<file path="src/sv/hotp_pkg.sv">
// Shared types, constants and helpers for the HOTP/TOTP code generator.
`timescale 1ns / 1ps
package hotp_pkg;
	localparam int KEY_BYTES_DEF = 32;
	localparam int KEY_STORE_BYTES = 32;

	localparam logic [2:0] REG_KEY0 = 3'd0;
	localparam logic [2:0] REG_KEY1 = 3'd1;
	localparam logic [2:0] REG_KEY2 = 3'd2;
	localparam logic [2:0] REG_KEY3 = 3'd3;
	localparam logic [2:0] REG_KLEN = 3'd4;
	localparam logic [2:0] REG_STEP = 3'd5;
	localparam logic [2:0] REG_CTR  = 3'd6;

	localparam logic [31:0] H0 = 32'h67452301;
	localparam logic [31:0] H1 = 32'hEFCDAB89;
	localparam logic [31:0] H2 = 32'h98BADCFE;
	localparam logic [31:0] H3 = 32'h10325476;
	localparam logic [31:0] H4 = 32'hC3D2E1F0;

	typedef enum logic [3:0] {
		ST_IDLE, ST_DIV, ST_LOAD, ST_ROUND, ST_FOLD, ST_TRUNC, ST_MOD, ST_OUT
	} state_t;

	// block source selector for the SHA-1 load
	typedef enum logic [1:0] {
		BLK_IPAD, BLK_MSG, BLK_OPAD, BLK_INNER
	} blk_sel_t;

	typedef struct packed {
		logic     start_div;
		logic     load;
		blk_sel_t blk;
		logic     init_h;
		logic     round;
		logic     fold;
		logic     trunc;
		logic     mod_step;
	} cmd_t;

	typedef struct packed {
		logic div_done;
		logic round_last;
		logic mod_done;
	} sts_t;

	function automatic logic [31:0] pow10(input logic [3:0] d);
		logic [31:0] r;
		case (d)
			4'd0: r = 32'd1;
			4'd1: r = 32'd10;
			4'd2: r = 32'd100;
			4'd3: r = 32'd1000;
			4'd4: r = 32'd10000;
			4'd5: r = 32'd100000;
			4'd6: r = 32'd1000000;
			4'd7: r = 32'd10000000;
			4'd8: r = 32'd100000000;
			4'd9: r = 32'd1000000000;
			default: r = 32'd0;
		endcase
		return r;
	endfunction
endpackage

</file>
<file path="src/sv/hotp_ctrl.sv">
// Sequencer: division in timestamp mode, four SHA-1 blocks, truncation and decimal reduction.
`timescale 1ns / 1ps
module hotp_ctrl (
	input  logic             clk,
	input  logic             arst_n,
	input  logic             start,
	input  logic             func,
	input  logic             out_taken,
	input  hotp_pkg::sts_t   sts,
	output hotp_pkg::cmd_t   cmd,
	output logic             busy,
	output logic             out_valid
);
	hotp_pkg::state_t state_q, state_nx;
	logic [1:0] blk_q, blk_nx;

	always_ff @(posedge clk or negedge arst_n) begin
		if (!arst_n) begin
			state_q <= hotp_pkg::ST_IDLE;
			blk_q <= 2'd0;
		end else begin
			state_q <= state_nx;
			blk_q <= blk_nx;
		end
	end

	always_comb begin
		state_nx = state_q;
		blk_nx = blk_q;
		cmd = '0;
		cmd.blk = hotp_pkg::blk_sel_t'(blk_q);
		busy = 1'b1;
		out_valid = 1'b0;
		case (state_q)
			hotp_pkg::ST_IDLE: begin
				busy = 1'b0;
				if (start) begin
					cmd.start_div = 1'b1;
					blk_nx = 2'd0;
					state_nx = func ? hotp_pkg::ST_DIV : hotp_pkg::ST_LOAD;
				end
			end
			hotp_pkg::ST_DIV: if (sts.div_done) state_nx = hotp_pkg::ST_LOAD;
			hotp_pkg::ST_LOAD: begin
				cmd.load = 1'b1;
				cmd.init_h = (blk_q == 2'd0) || (blk_q == 2'd2);
				state_nx = hotp_pkg::ST_ROUND;
			end
			hotp_pkg::ST_ROUND: begin
				cmd.round = 1'b1;
				if (sts.round_last) state_nx = hotp_pkg::ST_FOLD;
			end
			hotp_pkg::ST_FOLD: begin
				cmd.fold = 1'b1;
				blk_nx = blk_q + 2'd1;
				state_nx = (blk_q == 2'd3) ? hotp_pkg::ST_TRUNC : hotp_pkg::ST_LOAD;
			end
			hotp_pkg::ST_TRUNC: begin
				cmd.trunc = 1'b1;
				state_nx = hotp_pkg::ST_MOD;
			end
			hotp_pkg::ST_MOD: begin
				cmd.mod_step = 1'b1;
				if (sts.mod_done) state_nx = hotp_pkg::ST_OUT;
			end
			hotp_pkg::ST_OUT: begin
				out_valid = 1'b1;
				if (out_taken) state_nx = hotp_pkg::ST_IDLE;
			end
			default: state_nx = hotp_pkg::ST_IDLE;
		endcase
	end
endmodule

</file>
<file path="src/sv/hotp_dp.sv">
// Datapath: restoring divider, SHA-1 round unit with schedule, truncation, modulo.
`timescale 1ns / 1ps
module hotp_dp #(
	parameter int KEY_BYTES = hotp_pkg::KEY_BYTES_DEF
) (
	input  logic                 clk,
	input  logic                 arst_n,
	input  hotp_pkg::cmd_t       cmd,
	output hotp_pkg::sts_t       sts,
	input  logic                 func,
	input  logic [31:0]          moving_value,
	input  logic [3:0]           digit_count,
	input  logic [255:0]         key,
	input  logic [5:0]           key_length,
	input  logic [31:0]          time_step,
	input  logic [31:0]          init_counter,
	output logic [30:0]          code
);
	// division
	logic [31:0] quo_q, rem_q, ts_q;
	logic [5:0]  dcnt_q;
	logic        div_busy_q;
	logic [32:0] dtrial;
	logic [31:0] factor_q;
	// sha
	logic [31:0] h_q [5];
	logic [31:0] a_q, b_q, c_q, d_q, e_q;
	logic [31:0] w_q [16];
	logic [6:0]  rnd_q;
	logic [3:0]  dig_q;
	logic [159:0] inner_q;
	// mod
	logic [31:0] v_q, m_q;
	logic [5:0]  mcnt_q;

	logic [5:0] klen;
	assign klen = ({1'b0, key_length} > 7'(KEY_BYTES)) ? 6'(KEY_BYTES) : key_length;

	assign dtrial = {rem_q, quo_q[31]} - {1'b0, ts_q};

	always_ff @(posedge clk or negedge arst_n) begin
		if (!arst_n) begin
			div_busy_q <= 1'b0;
			dcnt_q <= '0;
		end else if (cmd.start_div) begin
			div_busy_q <= func;
			dcnt_q <= '0;
		end else if (div_busy_q) begin
			dcnt_q <= dcnt_q + 6'd1;
			if (dcnt_q == 6'd31) div_busy_q <= 1'b0;
		end
	end

	always_ff @(posedge clk) begin
		if (cmd.start_div) begin
			quo_q <= moving_value;
			rem_q <= '0;
			ts_q <= time_step;
			factor_q <= init_counter + moving_value;
			dig_q <= digit_count;
		end else if (div_busy_q) begin
			if (!dtrial[32]) begin
				rem_q <= dtrial[31:0];
				quo_q <= {quo_q[30:0], 1'b1};
			end else begin
				rem_q <= {rem_q[30:0], quo_q[31]};
				quo_q <= {quo_q[30:0], 1'b0};
			end
			// zero divisor: every trial succeeds, so quotient is all ones
			if (dcnt_q == 6'd31)
				factor_q <= (!dtrial[32]) ? {quo_q[30:0], 1'b1} : {quo_q[30:0], 1'b0};
		end
	end

	// key bytes with padding constant
	function automatic logic [511:0] pad_blk(input logic [7:0] p, input logic [255:0] k,
		input logic [5:0] len);
		logic [511:0] r;
		logic [7:0] kb;
		for (int i = 0; i < 64; i++) begin
			kb = (i < 32 && 6'(i) < len) ? k[255 - 8*(i % 32) -: 8] : 8'h00;
			r[511 - 8*i -: 8] = kb ^ p;
		end
		return r;
	endfunction

	logic [511:0] blk;
	logic [159:0] hcat;
	assign hcat = {h_q[0], h_q[1], h_q[2], h_q[3], h_q[4]};
	always_comb begin
		case (cmd.blk)
			hotp_pkg::BLK_IPAD: blk = pad_blk(8'h36, key, klen);
			hotp_pkg::BLK_OPAD: blk = pad_blk(8'h5C, key, klen);
			hotp_pkg::BLK_MSG: blk = {32'd0, factor_q, 8'h80, 376'd0, 64'd576};
			hotp_pkg::BLK_INNER: blk = {inner_q, 8'h80, 280'd0, 64'd672};
			default: blk = '0;
		endcase
	end

	logic [31:0] f, k, t, wn;
	always_comb begin
		if (rnd_q < 7'd20) begin
			f = (b_q & c_q) | (~b_q & d_q); k = 32'h5A827999;
		end else if (rnd_q < 7'd40) begin
			f = b_q ^ c_q ^ d_q; k = 32'h6ED9EBA1;
		end else if (rnd_q < 7'd60) begin
			f = (b_q & c_q) | (b_q & d_q) | (c_q & d_q); k = 32'h8F1BBCDC;
		end else begin
			f = b_q ^ c_q ^ d_q; k = 32'hCA62C1D6;
		end
		t = {a_q[26:0], a_q[31:27]} + f + e_q + k + w_q[0];
		wn = w_q[13] ^ w_q[8] ^ w_q[2] ^ w_q[0];
	end

	always_ff @(posedge clk or negedge arst_n) begin
		if (!arst_n) rnd_q <= '0;
		else if (cmd.load) rnd_q <= '0;
		else if (cmd.round) rnd_q <= rnd_q + 7'd1;
	end

	always_ff @(posedge clk) begin
		if (cmd.load) begin
			for (int i = 0; i < 16; i++) w_q[i] <= blk[511 - 32*i -: 32];
			if (cmd.init_h) begin
				h_q[0] <= hotp_pkg::H0; h_q[1] <= hotp_pkg::H1; h_q[2] <= hotp_pkg::H2;
				h_q[3] <= hotp_pkg::H3; h_q[4] <= hotp_pkg::H4;
				a_q <= hotp_pkg::H0; b_q <= hotp_pkg::H1; c_q <= hotp_pkg::H2;
				d_q <= hotp_pkg::H3; e_q <= hotp_pkg::H4;
			end else begin
				a_q <= h_q[0]; b_q <= h_q[1]; c_q <= h_q[2]; d_q <= h_q[3]; e_q <= h_q[4];
			end
		end else if (cmd.round) begin
			for (int i = 0; i < 15; i++) w_q[i] <= w_q[i+1];
			w_q[15] <= {wn[30:0], wn[31]};
			e_q <= d_q; d_q <= c_q; c_q <= {b_q[1:0], b_q[31:2]}; b_q <= a_q; a_q <= t;
		end else if (cmd.fold) begin
			h_q[0] <= h_q[0] + a_q; h_q[1] <= h_q[1] + b_q; h_q[2] <= h_q[2] + c_q;
			h_q[3] <= h_q[3] + d_q; h_q[4] <= h_q[4] + e_q;
			// inner digest kept aside, the outer hash restarts the chaining values
			if (cmd.blk == hotp_pkg::BLK_MSG)
				inner_q <= {h_q[0] + a_q, h_q[1] + b_q, h_q[2] + c_q, h_q[3] + d_q,
					h_q[4] + e_q};
		end
	end

	// truncation then shift-subtract modulo
	logic [3:0] off;
	logic [31:0] mtrial_m;
	assign off = hcat[3:0];
	always_ff @(posedge clk or negedge arst_n) begin
		if (!arst_n) mcnt_q <= '0;
		else if (cmd.trunc) mcnt_q <= '0;
		else if (cmd.mod_step) mcnt_q <= mcnt_q + 6'd1;
	end
	always_ff @(posedge clk) begin
		if (cmd.trunc) begin
			v_q <= hcat[159 - 8*off -: 32] & 32'h7FFFFFFF;
			m_q <= hotp_pkg::pow10(dig_q);
		end else if (cmd.mod_step && m_q != 32'd0) begin
			// subtract m<<(31-i) where it fits; v below 2^31
			if ((64'(m_q) << (6'd31 - mcnt_q)) <= 64'(v_q))
				v_q <= v_q - mtrial_m;
		end
	end
	assign mtrial_m = m_q << (6'd31 - mcnt_q);
	assign sts = '{div_done: div_busy_q && (dcnt_q == 6'd31),
		round_last: (rnd_q == 7'd79), mod_done: (mcnt_q == 6'd31)};
	assign code = v_q[30:0];
endmodule

</file>
<file path="src/sv/hotp_totp_code_generator_core.sv">
// Top level: config registers, stream ports, controller and datapath.
//  channel | dir | handshake        | content
//  s_axis  | in  | tvalid/tready    | tuser=func, tdata={digit_count,moving_value}
//  m_axis  | out | tvalid/tready    | tdata=code
//  cfg     | in  | cfg_valid/ready  | cfg_index, cfg_data
// Four SHA-1 blocks (load, 80 rounds, fold), a truncation step and the modulo
// steps run per request in counter mode; timestamp mode runs the divider first.
// The next request beat can be accepted in the cycle after the result beat.
// Reset clears the controller and loads register defaults. One request at a
// time; a stalled result holds in m_axis_tdata and keeps s_axis_tready low.
`timescale 1ns / 1ps
module hotp_totp_code_generator_core #(
	parameter int KEY_BYTES = hotp_pkg::KEY_BYTES_DEF
) (
	input  logic        clk,
	input  logic        arst_n,
	input  logic        s_axis_tvalid,
	output logic        s_axis_tready,
	input  logic [39:0] s_axis_tdata,  // moving_value[31:0], digit_count[35:32]
	input  logic        s_axis_tuser,  // func
	output logic        m_axis_tvalid,
	input  logic        m_axis_tready,
	output logic [31:0] m_axis_tdata,  // code[30:0]
	input  logic        cfg_valid,
	output logic        cfg_ready,
	input  logic [2:0]  cfg_index,
	input  logic [63:0] cfg_data
);
	logic [255:0] key_q;
	logic [5:0]   klen_q;
	logic [31:0]  step_q, ctr_q;
	hotp_pkg::cmd_t cmd;
	hotp_pkg::sts_t sts;
	logic busy, start;
	logic [30:0] code;

	assign cfg_ready = 1'b1;
	always_ff @(posedge clk or negedge arst_n) begin
		if (!arst_n) begin
			key_q <= '0; klen_q <= 6'd20; step_q <= 32'd30; ctr_q <= '0;
		end else if (cfg_valid) begin
			case (cfg_index)
				hotp_pkg::REG_KEY0: key_q[255:192] <= cfg_data;
				hotp_pkg::REG_KEY1: key_q[191:128] <= cfg_data;
				hotp_pkg::REG_KEY2: key_q[127:64] <= cfg_data;
				hotp_pkg::REG_KEY3: key_q[63:0] <= cfg_data;
				hotp_pkg::REG_KLEN: klen_q <= cfg_data[5:0];
				hotp_pkg::REG_STEP: step_q <= cfg_data[31:0];
				hotp_pkg::REG_CTR: ctr_q <= cfg_data[31:0];
				default: ;
			endcase
		end
	end

	assign s_axis_tready = !busy;
	assign start = s_axis_tvalid && !busy;

	hotp_ctrl u_ctrl (
		.clk(clk), .arst_n(arst_n), .start(start), .func(s_axis_tuser),
		.out_taken(m_axis_tready), .sts(sts), .cmd(cmd), .busy(busy),
		.out_valid(m_axis_tvalid)
	);

	hotp_dp #(.KEY_BYTES(KEY_BYTES)) u_dp (
		.clk(clk), .arst_n(arst_n), .cmd(cmd), .sts(sts),
		.func(s_axis_tuser), .moving_value(s_axis_tdata[31:0]),
		.digit_count(s_axis_tdata[35:32]), .key(key_q), .key_length(klen_q),
		.time_step(step_q), .init_counter(ctr_q), .code(code)
	);

	assign m_axis_tdata = {1'b0, code};

	a_no_accept_busy: assert property (@(posedge clk) disable iff (!arst_n)
		m_axis_tvalid |-> !s_axis_tready) else $error("accept while result pending");
	a_out_clears: assert property (@(posedge clk) disable iff (!arst_n)
		(m_axis_tvalid && m_axis_tready) |=> !m_axis_tvalid) else $error("result repeated");
	a_code_stable: assert property (@(posedge clk) disable iff (!arst_n)
		(m_axis_tvalid && !m_axis_tready) |=> $stable(m_axis_tdata))
		else $error("code changed while held");
endmodule

</file>
<file path="config.mk">
export PLATFORM = sky130hd
export DESIGN_NAME = hotp_totp_code_generator_core
export DESIGN_NICKNAME = d
export VERILOG_FILES = /design/src/sv/hotp_pkg.sv /design/src/sv/hotp_ctrl.sv /design/src/sv/hotp_dp.sv /design/src/sv/hotp_totp_code_generator_core.sv
export SDC_FILE = /design/constraint.sdc
export NUM_CORES = 2
export LEC_CHECK = 0
export BUFFER_PORTS_ARGS = -buffer_cell sky130_fd_sc_hd__buf_4
export CAP_MARGIN = 20
export CORE_ASPECT_RATIO = 1.4
export CORE_MARGIN = 2
export CORE_UTILIZATION = 50
export DETAILED_ROUTE_END_ITERATION = 8
export PLACE_DENSITY = 0.64
export REMOVE_ABC_BUFFERS = 1
export SKIP_LAST_GASP = 1
export SYNTH_ARGS = -nofsm -noshare
export SYNTH_HDL_FRONTEND = slang
export SYNTH_SLANG_ARGS = --single-unit
</file>
<file path="constraint.sdc">
create_clock -name clk -period 17.9 [get_ports clk]
set_input_delay 1.79 -clock clk [delete_from_list [all_inputs] [get_ports clk]]
set_output_delay 1.79 -clock clk [all_outputs]
set_load 0.05 [all_outputs]
</file>
==> impl_metrics.env <==
export IMPL_synth_fa_ha_area_share_pct=7.612
export IMPL_power_internal_w=0.01053
export IMPL_busiest_layer="met2"
export IMPL_cts_made_buffers=159
export IMPL_worst_slew_pin_slew_ns=1.252
export IMPL_p_leak_nw=40.23
export IMPL_drtAntennaViolNets=0
export IMPL_synthesis_area_um2=87970
export IMPL_io_buffer_count=141
export IMPL_netlist_top_cells_area="edfxtp_1 39%, dfrtp_1 9.8%, ha_1 4.8%"
export IMPL_synth_edf_count=1146
export IMPL_nets=8608
export IMPL_gp_congestion=1.011
export IMPL_comb_power_share_pct=45.1
export IMPL_synth_common_cells="1146 x edfxtp_1, 801 x nand2_1, 605 x a21oi_1"
export IMPL_slew_viol_final=0
export IMPL_cts_htree_levels=4
export IMPL_grt_max_degree=162
export IMPL_antenna_found_initial=9
export IMPL_clockBufferDepth=3
export IMPL_power_density_nw_per_um2=179.2
export IMPL_yosysSeqAreaShare_pct=49.86
export IMPL_synthXorXnorAreaFrac_pct=3.495
export IMPL_synth_top_family_by_area="compound AO/OA/AOI/OAI gates"
export IMPL_reg2regPathDepth=25
export IMPL_die_y_um=500.3
export IMPL_grt_pass1_wl_um=430400
export IMPL_dr_pass1_iters=8
export IMPL_use_met3_pct=4.167
export IMPL_fmax_mhz=130.6
export IMPL_cp_required_ns=18.44
export IMPL_dieArea_um2=179400
export IMPL_dp_cells=10170
export IMPL_p_switching_w=0.006737
export IMPL_layout_cells_non_filler=10470
export IMPL_post_route_min_period_ns=7.657
export IMPL_swShare_pct=39.03
export IMPL_ys_types=97
export IMPL_track_usage_pct=32.85
export IMPL_layout_drive_gt1_share_pct=12.45
export IMPL_initial_core_util_pct=50.17
export IMPL_tns_ns=0
export IMPL_clock_latency_ns=0.82
export IMPL_synth_compound_area_share_pct=15.72
export IMPL_endpoint_kind="register"
export IMPL_cap_viol_max_count=0
export IMPL_worstSetupPathType="reg2reg"
export IMPL_cts_resized=0
export IMPL_peakVddDrop_uv=180.2
export IMPL_dpl_hpwl_um=218100
export IMPL_cts_tree="done"
export IMPL_clk_pin_slew_ns=0.06
export IMPL_synth_seq_cells=1530
export IMPL_nFillCells=15070
export IMPL_synth_main_ff_cell="edfxtp_1"
export IMPL_max_slew_margin_rel_pct=16.55
export IMPL_crit_arrival_ns=8.19
export IMPL_drcViolationCount=0
export IMPL_synth_warnings=0
export IMPL_skew_ns=0.02111
export IMPL_synth_simple_area_share_pct=10.71
export IMPL_hold_path_depth=0
export IMPL_pwr_share_clk_pct=19.9
export IMPL_critPathLaunchType="register"
export IMPL_die_w_um=358.5
export IMPL_rsz0062_at_grt="false"
export IMPL_status="complete, no violations"
export IMPL_synth_avg_cell_area_um2=10.84
export IMPL_drt_iter0_drc=6754
export IMPL_synth_top_cell_by_area="edfxtp_1"
export IMPL_fin_crit_sh_pct=42.78
export IMPL_hold_viol_final=0
export IMPL_syn_to_final_growth_pct=9.529
export IMPL_cp_max_fo=21
export IMPL_via_per_inst=6.287
export IMPL_cts_setup_buffers=0
export IMPL_io_pins=148
export IMPL_cts_num_sinks=1530
export IMPL_use_met2_pct=53.42
export IMPL_min_path_type="reg2reg"
export IMPL_ctsRootBufferMaster="clkbuf_16"
export IMPL_ctsHoldBuffers=0
export IMPL_placementRows=182
export IMPL_grt_pass1_vias=63640
export IMPL_setup_viol=0
export IMPL_synth_top_area_share_pct=39.12
export IMPL_vias=65850
export IMPL_routed_wl_um=298600
export IMPL_wire_per_inst_um=28.50
export IMPL_synthMuxAreaShare_pct=8.567
export IMPL_syn_inst=8118
export IMPL_grt_ovfl_total=0
export IMPL_core_area_um2=175300
export IMPL_synth_most_common_cell="edfxtp_1"
export IMPL_grt_met1_usage_pct=41.57
export IMPL_p_seq_share_pct=34.9
export IMPL_async_flop_share_pct=22.94
export IMPL_p_total_w=0.01726
cell usage in the layout (no fill, tap or decap), types with 56 or more instances in the layout:
cell type,instances
a211oi_1,66
a21o_1,319
a21oi_1,604
a221oi_1,56
a31oi_1,139
and2_1,136
and3_1,65
buf_4,264
clkbuf_16,165
dfrtp_1,342
edfxtp_1,1146
fa_1,122
ha_1,337
inv_1,365
mux2_2,369
mux2i_1,205
nand2_1,799
nand2b_1,127
nand3_1,190
nor2_1,484
nor3_1,74
o21a_1,64
o21ai_0,517
xnor2_1,213
xor2_1,137
kinds of logic after synthesis:
logic type / count (synthesis)
other: 2
adders and majority gates: 462
AOI/OAI and AO/OA: 2186
xor gates and xnor gates: 351
and+or+nand+nor: 2060
muxes: 636
buffers and inverters: 891
DFF: 1530
power by group through the flow:
stage / clock [W] / combinational, W / sequential [W]
6_report: 0.00344 / 0.00779 / 0.00603
2_1_floorplan: 0 / 0.00554 / 0.00578
3_5_place_dp: 0 / 0.00762 / 0.00606
4_1_cts: 0.00348 / 0.00770 / 0.00601
3_3_place_gp: 0 / 0.00752 / 0.00604
5_1_grt: 0.00360 / 0.00864 / 0.00612
worst max-delay path, cell delays in order, from the launching register on:
cell and delay, ns:
dfrtp_1 0.46, a41oi_1 0.24, buf_4 0.30, nand2_1 0.08, buf_4 0.26, inv_1 0.09
buf_4 0.35, nor2_1 0.12, buf_4 0.28, a221o_1 0.37, fa_1 0.39, fa_1 0.51
inv_1 0.07, fa_1 0.51, inv_1 0.04, ha_1 0.37, a21oi_1 0.22, nand2b_1 0.15
o31a_1 0.35, o221ai_1 0.47, o22ai_1 0.41, o41a_1 0.53, a211o_1 0.30, a21oi_1 0.18
xnor2_1 0.14, o21ai_1 0.07
cell type report:
cell class	count	area, um^2	area share, %
Antenna cell	7	17.52	0.01818
Clock buffer	217	4504	4.675
Clock inverter	78	820.8	0.8519
Inverter	374	1418	1.471
Multi-Input combinational cell	5697	40730	42.27
Sequential cell	1530	43870	45.53
Tap cell	2300	2878	2.987
Timing Repair Buffer	271	2120	2.200
worst paths after layout:
check	endpoint	from	slack (ns)
setup / recovery	u_dp.a_q[31]	u_dp.rnd_q[5]	10.24
setup reg to reg	u_dp.a_q[31]	u_dp.rnd_q[5]	10.24
min in group asynchronous	key_q[132]	arst_n	0.97
max in group asynchronous	u_dp.mcnt_q[0]	arst_n	14.64
hold / removal	u_dp.ts_q[27]	step_q[27]	0.44
hold reg to reg	u_dp.ts_q[27]	step_q[27]	0.44
per-layer routing:
metal / part of all wire, % / vias up
met5: 0 / -
met3: 6.6 / 578
met2: 47 / 2796
li1: - / 29460
met4: 7.4 / 0
met1: 39 / 33020
sequential cells by signal, indices dropped and copies added, names as in the netlist, 160 cells and up:
register,flops
u_dp.inner_q,160
u_dp.w_q,512
u_dp.h_q,160
key_q,256
through the flow:
step                      area [um^2]  setup slack, ns  util [%]  hold WS (ns)
final                           96350            10.24     54.95        0.4424
after global routing            96340            9.984     54.94        0.4472
after CTS                       96320            10.25     54.93        0.4428
after detailed placement        90990            10.29     51.90        0.4290
after global placement          90970            10.26     51.88        0.4245
after floorplan                 85830           -17.85         -        0.4194
Note: power is estimated with default switching activity, not from simulation.
